$ cat config.mk
export PLATFORM = sky130hd
export DESIGN_NAME = matrix_exp_2x2_taylor
export DESIGN_NICKNAME = d
export VERILOG_FILES = /design/src/rtl/mexp_pkg.sv /design/src/rtl/mexp_div.sv /design/src/rtl/matrix_exp_2x2_taylor.sv
export VERILOG_INCLUDE_DIRS = /design/src /design/src/rtl
export SDC_FILE = /design/constraint.sdc
export NUM_CORES = 2
export LEC_CHECK = 0
export BUFFER_PORTS_ARGS = -buffer_cell sky130_fd_sc_hd__buf_2
export CORE_MARGIN = 1
export CORE_UTILIZATION = 47
export CTS_CLUSTER_DIAMETER = 100
export DETAILED_ROUTE_END_ITERATION = 10
export SYNTH_ARGS = -nofsm -noshare
export SYNTH_HDL_FRONTEND = slang
export SYNTH_SLANG_ARGS = --single-unit
export TNS_END_PERCENT = 100
$ cat constraint.sdc
create_clock -name i_clk -period 26.1 [get_ports i_clk]
set_clock_uncertainty 0.2 [all_clocks]
set_input_delay 1.305 -clock i_clk [delete_from_list [all_inputs] [get_ports i_clk]]
set_output_delay 1.305 -clock i_clk [all_outputs]
set_load 0.02 [all_outputs]
$ cat src/rtl/matrix_exp_2x2_taylor_assert.svh
// Assertion macros for the matrix exponential RTL.
`ifndef MATRIX_EXP_2X2_TAYLOR_ASSERT_SVH
`define MATRIX_EXP_2X2_TAYLOR_ASSERT_SVH

// Check a condition in the same cycle as its trigger.
`define MEXP_ASSERT_NOW(label, ante, cons, msg) \
    label: assert property (@(posedge i_clk) disable iff (!i_rst_n) (ante) |-> (cons)) \
        else $error(msg);

// Check a condition in the cycle after its trigger.
`define MEXP_ASSERT_NEXT(label, ante, cons, msg) \
    label: assert property (@(posedge i_clk) disable iff (!i_rst_n) (ante) |=> (cons)) \
        else $error(msg);

`endif

$ cat src/rtl/mexp_pkg.sv
// Package: widths, constants and sequencer states of the matrix exponential block.
package mexp_pkg;

    localparam int DATA_W        = 32;
    localparam int PROD_W        = 64;
    localparam int CNT_W         = 8;
    localparam int FRAC_BITS_DEF = 16;
    localparam int DIV_STEP_BITS = 4;

    localparam logic [CNT_W-1:0] TERM_COUNT_RST = 8'd100;

    localparam logic signed [PROD_W-1:0] I64_MAX = {1'b0, {(PROD_W-1){1'b1}}};
    localparam logic signed [PROD_W-1:0] I64_MIN = {1'b1, {(PROD_W-1){1'b0}}};
    localparam logic signed [DATA_W-1:0] I32_MAX = {1'b0, {(DATA_W-1){1'b1}}};
    localparam logic signed [DATA_W-1:0] I32_MIN = {1'b1, {(DATA_W-1){1'b0}}};

    typedef enum logic [6:0] {
        S_IDLE  = 7'b0000001,
        S_MUL0  = 7'b0000010,
        S_MUL1  = 7'b0000100,
        S_ADD   = 7'b0001000,
        S_SHIFT = 7'b0010000,
        S_DIV   = 7'b0100000,
        S_DONE  = 7'b1000000
    } t_state;

endpackage

$ cat src/rtl/mexp_div.sv
// Iterative unsigned divider, several quotient bits per cycle.
module mexp_div #(
    parameter int NUM_W     = mexp_pkg::DATA_W,
    parameter int DEN_W     = mexp_pkg::CNT_W,
    parameter int STEP_BITS = mexp_pkg::DIV_STEP_BITS
) (
    input  logic             i_clk,
    input  logic             i_rst_n,
    input  logic             i_start,
    input  logic [NUM_W-1:0] i_num,
    input  logic [DEN_W-1:0] i_den,
    output logic             o_done,
    output logic [NUM_W-1:0] o_quot
);

    localparam int STEPS = NUM_W / STEP_BITS;
    localparam int SC_W  = (STEPS > 1) ? $clog2(STEPS) : 1;

    logic             r_busy;
    logic             r_done;
    logic [SC_W-1:0]  r_cnt;
    logic [NUM_W-1:0] r_num;
    logic [DEN_W-1:0] r_rem;
    logic [NUM_W-1:0] n_num;
    logic [DEN_W-1:0] n_rem;

    // Run STEP_BITS restoring steps; the quotient shifts in where the dividend leaves
    always_comb begin
        logic [DEN_W:0]   trial;
        logic [DEN_W-1:0] rem;
        logic [NUM_W-1:0] num;
        rem = r_rem;
        num = r_num;
        for (int k = 0; k < STEP_BITS; k++) begin
            trial = {rem, num[NUM_W-1]};
            num   = {num[NUM_W-2:0], 1'b0};
            if (trial >= {1'b0, i_den}) begin
                trial  = trial - {1'b0, i_den};
                num[0] = 1'b1;
            end
            rem = trial[DEN_W-1:0];
        end
        n_num = num;
        n_rem = rem;
    end

    // Sequence the steps and flag the last one
    always_ff @(posedge i_clk) begin
        if (!i_rst_n) begin
            r_busy <= 1'b0;
            r_done <= 1'b0;
            r_cnt  <= '0;
        end else begin
            r_done <= 1'b0;
            if (i_start) begin
                r_busy <= 1'b1;
                r_cnt  <= SC_W'(STEPS - 1);
            end else if (r_busy) begin
                r_cnt <= r_cnt - 1'b1;
                if (r_cnt == '0) begin
                    r_busy <= 1'b0;
                    r_done <= 1'b1;
                end
            end
        end
    end

    // Hold the working dividend and remainder
    always_ff @(posedge i_clk) begin
        if (i_start) begin
            r_num <= i_num;
            r_rem <= '0;
        end else if (r_busy) begin
            r_num <= n_num;
            r_rem <= n_rem;
        end
    end

    assign o_done = r_done;
    assign o_quot = r_num;

endmodule

$ cat src/rtl/matrix_exp_2x2_taylor.sv
// Top level: 2x2 matrix exponential by truncated Taylor series, signed fixed point.
// Usage:
//   Raise start for one cycle while busy is low to hand in one item, the four
//   elements of A on i_in_r*c*. Elements are signed with FRAC_BITS fraction bits.
//   The result E = exp(A) appears on o_exp_r*c* and o_overflow for exactly one
//   cycle, marked by o_valid; the receiver cannot stall, so it must take it then.
//   Each of the term_count terms runs, for each of the four elements, two passes
//   through the single 32x32 multiplier, an add, a shift and clamp, and a division
//   in the divider that retires four quotient bits per cycle. A new item may be
//   accepted in the cycle that shows the result, but not while an item is in flight.
//   term_count is written through i_cfg_valid / o_cfg_ready / i_cfg_data while
//   the block is idle; it resets to 100.
//   Reset (synchronous, active low) returns the sequencer to idle and drops
//   busy and o_valid; any item in flight is lost.
module matrix_exp_2x2_taylor #(
    parameter int FRAC_BITS = mexp_pkg::FRAC_BITS_DEF
) (
    input  logic                                  i_clk,
    input  logic                                  i_rst_n,
    input  logic                                  start,
    output logic                                  busy,
    input  logic signed [mexp_pkg::DATA_W-1:0]    i_in_r0c0,
    input  logic signed [mexp_pkg::DATA_W-1:0]    i_in_r0c1,
    input  logic signed [mexp_pkg::DATA_W-1:0]    i_in_r1c0,
    input  logic signed [mexp_pkg::DATA_W-1:0]    i_in_r1c1,
    output logic                                  o_valid,
    output logic signed [mexp_pkg::DATA_W-1:0]    o_exp_r0c0,
    output logic signed [mexp_pkg::DATA_W-1:0]    o_exp_r0c1,
    output logic signed [mexp_pkg::DATA_W-1:0]    o_exp_r1c0,
    output logic signed [mexp_pkg::DATA_W-1:0]    o_exp_r1c1,
    output logic                                  o_overflow,
    input  logic                                  i_cfg_valid,
    output logic                                  o_cfg_ready,
    input  logic [mexp_pkg::CNT_W-1:0]            i_cfg_data
);

    localparam int DW = mexp_pkg::DATA_W;
    localparam int PW = mexp_pkg::PROD_W;
    localparam int CW = mexp_pkg::CNT_W;
    localparam logic signed [DW-1:0] ONE = DW'(1) << FRAC_BITS;

    mexp_pkg::t_state r_state, n_state;

    logic [CW-1:0]          r_term_count;
    logic signed [DW-1:0]   r_a    [4];
    logic signed [DW-1:0]   r_term [4];
    logic signed [DW-1:0]   r_tnew [4];
    logic signed [DW-1:0]   r_sum  [4];
    logic signed [PW:0]     r_acc;
    logic signed [PW-1:0]   r_prod;
    logic                   r_neg;
    logic                   r_ovf;
    logic [CW-1:0]          r_idx;
    logic [1:0]             r_elem;

    logic                   w_accept;
    logic                   w_second;
    logic signed [DW-1:0]   w_op_t;
    logic signed [DW-1:0]   w_op_a;
    logic signed [PW-1:0]   w_mul;
    logic                   w_ovf64;
    logic signed [PW-1:0]   w_sat64;
    logic signed [PW-1:0]   w_shift;
    logic                   w_ovf32;
    logic signed [DW-1:0]   w_t;
    logic [DW-1:0]          w_mag;
    logic                   w_div_start;
    logic                   w_div_done;
    logic [DW-1:0]          w_quot;
    logic signed [DW-1:0]   w_q;
    logic signed [DW:0]     w_sum_x;
    logic                   w_ovf_sum;
    logic signed [DW-1:0]   w_sum_cl;
    logic                   w_last_elem;
    logic                   w_last_term;

    assign w_accept    = start && !busy;
    assign busy        = !(r_state == mexp_pkg::S_IDLE || r_state == mexp_pkg::S_DONE);
    assign o_cfg_ready = !busy;
    assign w_last_elem = (r_elem == 2'd3);
    assign w_last_term = (r_idx == r_term_count);

    // Pick the operands of the shared multiplier: T[r][k] * A[k][c]
    assign w_second = (r_state == mexp_pkg::S_MUL1);
    assign w_op_t   = r_term[{r_elem[1], w_second}];
    assign w_op_a   = r_a[{w_second, r_elem[0]}];
    assign w_mul    = w_op_t * w_op_a;

    // Saturate the product sum to 64 bits, floor shift, clamp to 32 bits
    assign w_ovf64 = (r_acc[PW] != r_acc[PW-1]);
    assign w_sat64 = w_ovf64 ? (r_acc[PW] ? mexp_pkg::I64_MIN : mexp_pkg::I64_MAX)
                             : r_acc[PW-1:0];
    assign w_shift = w_sat64 >>> FRAC_BITS;
    assign w_ovf32 = !((&w_shift[PW-1:DW-1]) || !(|w_shift[PW-1:DW-1]));
    assign w_t     = w_ovf32 ? (w_shift[PW-1] ? mexp_pkg::I32_MIN : mexp_pkg::I32_MAX)
                             : w_shift[DW-1:0];
    assign w_mag   = w_t[DW-1] ? (~w_t + 1'b1) : w_t;

    // Divide the term magnitude by the term index
    assign w_div_start = (r_state == mexp_pkg::S_SHIFT);

    mexp_div #(
        .NUM_W     (DW),
        .DEN_W     (CW),
        .STEP_BITS (mexp_pkg::DIV_STEP_BITS)
    ) u_div (
        .i_clk   (i_clk),
        .i_rst_n (i_rst_n),
        .i_start (w_div_start),
        .i_num   (w_mag),
        .i_den   (r_idx),
        .o_done  (w_div_done),
        .o_quot  (w_quot)
    );

    // Restore the sign (toward zero) and add into the running sum with clamping
    assign w_q       = r_neg ? (~w_quot + 1'b1) : w_quot;
    assign w_sum_x   = {r_sum[r_elem][DW-1], r_sum[r_elem]} + {w_q[DW-1], w_q};
    assign w_ovf_sum = (w_sum_x[DW] != w_sum_x[DW-1]);
    assign w_sum_cl  = w_ovf_sum ? (w_sum_x[DW] ? mexp_pkg::I32_MIN : mexp_pkg::I32_MAX)
                                 : w_sum_x[DW-1:0];

    // Advance the sequencer
    always_comb begin
        n_state = r_state;
        unique case (r_state)
            mexp_pkg::S_IDLE, mexp_pkg::S_DONE: begin
                if (w_accept) begin
                    n_state = (r_term_count == '0) ? mexp_pkg::S_DONE : mexp_pkg::S_MUL0;
                end else begin
                    n_state = mexp_pkg::S_IDLE;
                end
            end
            mexp_pkg::S_MUL0:  n_state = mexp_pkg::S_MUL1;
            mexp_pkg::S_MUL1:  n_state = mexp_pkg::S_ADD;
            mexp_pkg::S_ADD:   n_state = mexp_pkg::S_SHIFT;
            mexp_pkg::S_SHIFT: n_state = mexp_pkg::S_DIV;
            mexp_pkg::S_DIV: begin
                if (w_div_done) begin
                    n_state = (w_last_elem && w_last_term) ? mexp_pkg::S_DONE
                                                           : mexp_pkg::S_MUL0;
                end
            end
            default: n_state = mexp_pkg::S_IDLE;
        endcase
    end

    // Hold control state
    always_ff @(posedge i_clk) begin
        if (!i_rst_n) begin
            r_state      <= mexp_pkg::S_IDLE;
            r_term_count <= mexp_pkg::TERM_COUNT_RST;
            r_idx        <= '0;
            r_elem       <= '0;
            r_ovf        <= 1'b0;
        end else begin
            r_state <= n_state;
            if (i_cfg_valid && o_cfg_ready) begin
                r_term_count <= i_cfg_data;
            end
            if (w_accept) begin
                r_idx  <= CW'(1);
                r_elem <= '0;
                r_ovf  <= 1'b0;
            end else begin
                unique case (r_state)
                    mexp_pkg::S_SHIFT: begin
                        if (w_ovf64 || w_ovf32) begin
                            r_ovf <= 1'b1;
                        end
                    end
                    mexp_pkg::S_DIV: begin
                        if (w_div_done) begin
                            if (w_ovf_sum) begin
                                r_ovf <= 1'b1;
                            end
                            r_elem <= r_elem + 1'b1;
                            if (w_last_elem && !w_last_term) begin
                                r_idx <= r_idx + 1'b1;
                            end
                        end
                    end
                    default: ;
                endcase
            end
        end
    end

    // Hold the datapath: operands, accumulator, term and sum matrices
    always_ff @(posedge i_clk) begin
        if (w_accept) begin
            r_a[0]    <= i_in_r0c0;
            r_a[1]    <= i_in_r0c1;
            r_a[2]    <= i_in_r1c0;
            r_a[3]    <= i_in_r1c1;
            r_sum[0]  <= ONE;
            r_sum[1]  <= '0;
            r_sum[2]  <= '0;
            r_sum[3]  <= ONE;
            r_term[0] <= ONE;
            r_term[1] <= '0;
            r_term[2] <= '0;
            r_term[3] <= ONE;
        end else begin
            unique case (r_state)
                mexp_pkg::S_MUL0: r_acc <= {w_mul[PW-1], w_mul};
                mexp_pkg::S_MUL1: r_prod <= w_mul;
                mexp_pkg::S_ADD:  r_acc <= r_acc + {r_prod[PW-1], r_prod};
                mexp_pkg::S_SHIFT: r_neg <= w_t[DW-1];
                mexp_pkg::S_DIV: begin
                    if (w_div_done) begin
                        r_tnew[r_elem] <= w_q;
                        r_sum[r_elem]  <= w_sum_cl;
                        // Commit the new term once all four products used the old one
                        if (w_last_elem) begin
                            r_term[0] <= r_tnew[0];
                            r_term[1] <= r_tnew[1];
                            r_term[2] <= r_tnew[2];
                            r_term[3] <= w_q;
                        end
                    end
                end
                default: ;
            endcase
        end
    end

    assign o_valid    = (r_state == mexp_pkg::S_DONE);
    assign o_exp_r0c0 = r_sum[0];
    assign o_exp_r0c1 = r_sum[1];
    assign o_exp_r1c0 = r_sum[2];
    assign o_exp_r1c1 = r_sum[3];
    assign o_overflow = r_ovf;

`include "matrix_exp_2x2_taylor_assert.svh"

    `MEXP_ASSERT_NOW(a_div_done_in_div, w_div_done, r_state == mexp_pkg::S_DIV, "stray divide done")
    `MEXP_ASSERT_NEXT(a_accept_goes_busy, w_accept && r_term_count != '0, busy, "idle after accept")
    `MEXP_ASSERT_NOW(a_idx_in_range, busy, r_idx != '0 && r_idx <= r_term_count, "bad term index")

endmodule

==> impl_metrics.json <==
{
  "status": "completed",
  "hold_viol": 0,
  "rsz0062_at_grt": "no",
  "holdPathStages": 2,
  "ant_nets": 0,
  "clockRootBuffer": "clkbuf_16",
  "grt_pass1_wl_mm": 346.7,
  "cts_made_buffers": 77,
  "fin_tns_setup_ps": 0,
  "postSynthAreaPerCell_sq_um": 9.982,
  "vias": 53347,
  "worstMarginPinSlew_ps": 1196,
  "track_usage_pct": 30.15,
  "avgRoutedWirePerCell_um": 24.06,
  "die-area_sq_mm": 0.1536,
  "worstPathRequired_ps": 26330,
  "synth_seq_cells": 683,
  "fin_ws_ps": 14290,
  "hp-class": "flop to flop",
  "grt_max_degree": 128,
  "grt_pass1_vias": 55728,
  "path_clk_slew_ps": 60,
  "synthTopCellsByArea": "fa_1, edfxtp_1, ha_1, inv_1, nand2_1",
  "worstPathMaxFanout": 64,
  "cts_resized": 0,
  "coreArea_sq_mm": 0.1503,
  "area_growth_pct": 8.519,
  "startpoint_type": "flop",
  "dpl_cell_area_sq_mm": 0.07498,
  "cp_slowest_cell": "fa_1",
  "postCtsSetupBuffers": 0,
  "antenna_found_initial": 6,
  "io_pins": 272,
  "yosysTopAreaCellShare_pct": 30.47,
  "slew_viol_final": 0,
  "finalWirelength_mm": 224.8,
  "synth_cell_types": 98,
  "maxSlewHeadroom_pct": 19.69,
  "yosys_warnings": 0,
  "async_reset_ff_share_pct": 0,
  "synth-edff-count": 642,
  "max_freq_mhz": 84.69,
  "avgViaCountPerCell": 5.708,
  "insertion_delay_ps": 720,
  "die_y_um": 392.0,
  "cts_max_level": 3,
  "fin_crit_sh_pct": 45.24,
  "max_stage_delay_ps": 910,
  "dp_hpwl_mm": 173.7,
  "die_w_um": 392.0,
  "synth_flop_cell": "edfxtp_1",
  "synthesis.nets": 8712,
  "r2r_cells": 33,
  "cpMostUsedCell": "fa_1",
  "gr-total-overflow": 0,
  "ys_seq_area_share_pct": 28.12,
  "endpoint_kind": "flop",
  "postCtsHoldBufs": 0,
  "initial_core_util_pct": 47.55,
  "path_class": "flop to flop",
  "design_area_sq_mm": 0.07757,
  "dp_slack_ps": 14280,
  "finalSetupViolCount": 0,
  "fillers": 13760,
  "rows": 142,
  "drt_iter0_drc": 4057,
  "synth_cells": 7161,
  "yosysMostFrequentCell": "fa_1",
  "tritoncts": "built",
  "min_period_ps": 11810,
  "first_pass_iters": 6,
  "drc": 0,
  "gp_congestion": 0.9614,
  "synth_top_area_cell": "fa_1",
  "syn_area_sq_mm": 0.07148,
  "cts_buffer_depth": 3,
  "arrival_ps": 12040,
  "nets": 8819,
  "port-buffer-count": 271,
  "drive_above_1_share_pct": 8.912,
  "drv_cap": 0,
  "synth_commonest_cells": "fa_1, inv_1, nand2_1",
  "numClockSinks": 683
}
[logic make-up after synthesis]
logic type                 Yosys count  synth area share [%]
AOI/OAI and AO/OA                 1021                 9.078
xor gates and xnor gates           226                 2.769
adders and majority gates         1411                 36.13
buffers and inverters             1417                 7.578
DFF                                683                 28.12
muxes                              100                 2.193
and+or+nand+nor                   2303                 14.14
[state kept, by name, indices dropped and copies added (netlist names), 2 cells and up, named ones only]
signal        cells
u_div.r_cnt       3
r_prod           64
r_tnew           96
u_div.o_quot     32
r_term_count      8
r_term          128
r_acc            65
r_elem            2
r_a             128
r_sum           128
r_state           7
u_div.r_rem       8
r_idx             8
[layout by cell type, fill, tap and decap left out, drive strengths merged, types with 11 or more instances in the layout]
| cell | n |
|---|---|
| a221oi | 11 |
| a211oi | 27 |
| a21o | 87 |
| mux2 | 37 |
| nor3 | 55 |
| or4 | 17 |
| nand2b | 24 |
| inv | 1057 |
| nor2 | 680 |
| edfxtp | 642 |
| fa | 1088 |
| ha | 323 |
| a31oi | 38 |
| nand3 | 125 |
| mux4 | 41 |
| a211o | 13 |
| dfxtp | 41 |
| nor4 | 30 |
| and3 | 25 |
| xor2 | 71 |
| clkinv | 32 |
| o31ai | 26 |
| o211ai | 21 |
| nand2 | 1006 |
| nor2b | 28 |
| clkbuf | 93 |
| xnor2 | 155 |
| mux2i | 22 |
| or3 | 24 |
| and2 | 179 |
| buf | 391 |
| or2 | 17 |
| a21boi | 25 |
| nand4 | 58 |
| o31a | 13 |
| o21ai | 246 |
| a21oi | 304 |
| o21a | 95 |
| o21bai | 32 |
[area by class of cell]
type                    instances  area, sq um  area share (%)
well taps                    2016         2522           3.252
repair buffers                391         2270           2.926
inverters                    1054         3964           5.110
diodes                          3        7.507        0.009678
clock inverters                45        590.6          0.7614
flip-flops and latches        683        20110           25.92
multi-input cells            5061        46120           59.46
clock buffers                  93         1987           2.562
[worst max-delay path, delay by kind of cell (launching register included)]
| family | cells | cell delay [ps] |
|---|---|---|
| muxes | 1 | 280 |
| buffers and inverters | 8 | 2520 |
| xor gates and xnor gates | 1 | 150 |
| and+or+nand+nor | 11 | 2170 |
| AOI/OAI and AO/OA | 3 | 900 |
| adders and majority gates | 9 | 4810 |
| DFF | 1 | 340 |
[per-stage QoR]
stage / hold slack, ps / util (%) / std cells
after global routing: 323.8 / 51.60 / 9344
after floorplan: 269.1 / - / 7161
final: 293.1 / 51.61 / 9346
after global placement: 284.3 / 49.89 / 9205
after detailed placement: 292.3 / 49.89 / 9205
after CTS: 299.8 / 51.60 / 9343
[routing by layer]
layer	wire [um]	track usage, %
met1	93410	40.81
met3	19040	5.838
met5	13	0
met2	101200	47.30
met4	11130	12.90
[path summary, 6_finish.rpt]
| path | startpoint | endpoint | slack [ps] |
|---|---|---|---|
| setup reg to reg | r_state[6] | r_acc[57] | 14290 |
| hold / removal | r_term_count[5] | r_term_count[5] | 290 |
| setup / recovery | r_state[6] | r_acc[57] | 14290 |
| hold reg to reg | r_term_count[5] | r_term_count[5] | 290 |
Power is not shown: default switching activity piles up to over one toggle a cycle in this logic, so the estimate is an artifact.
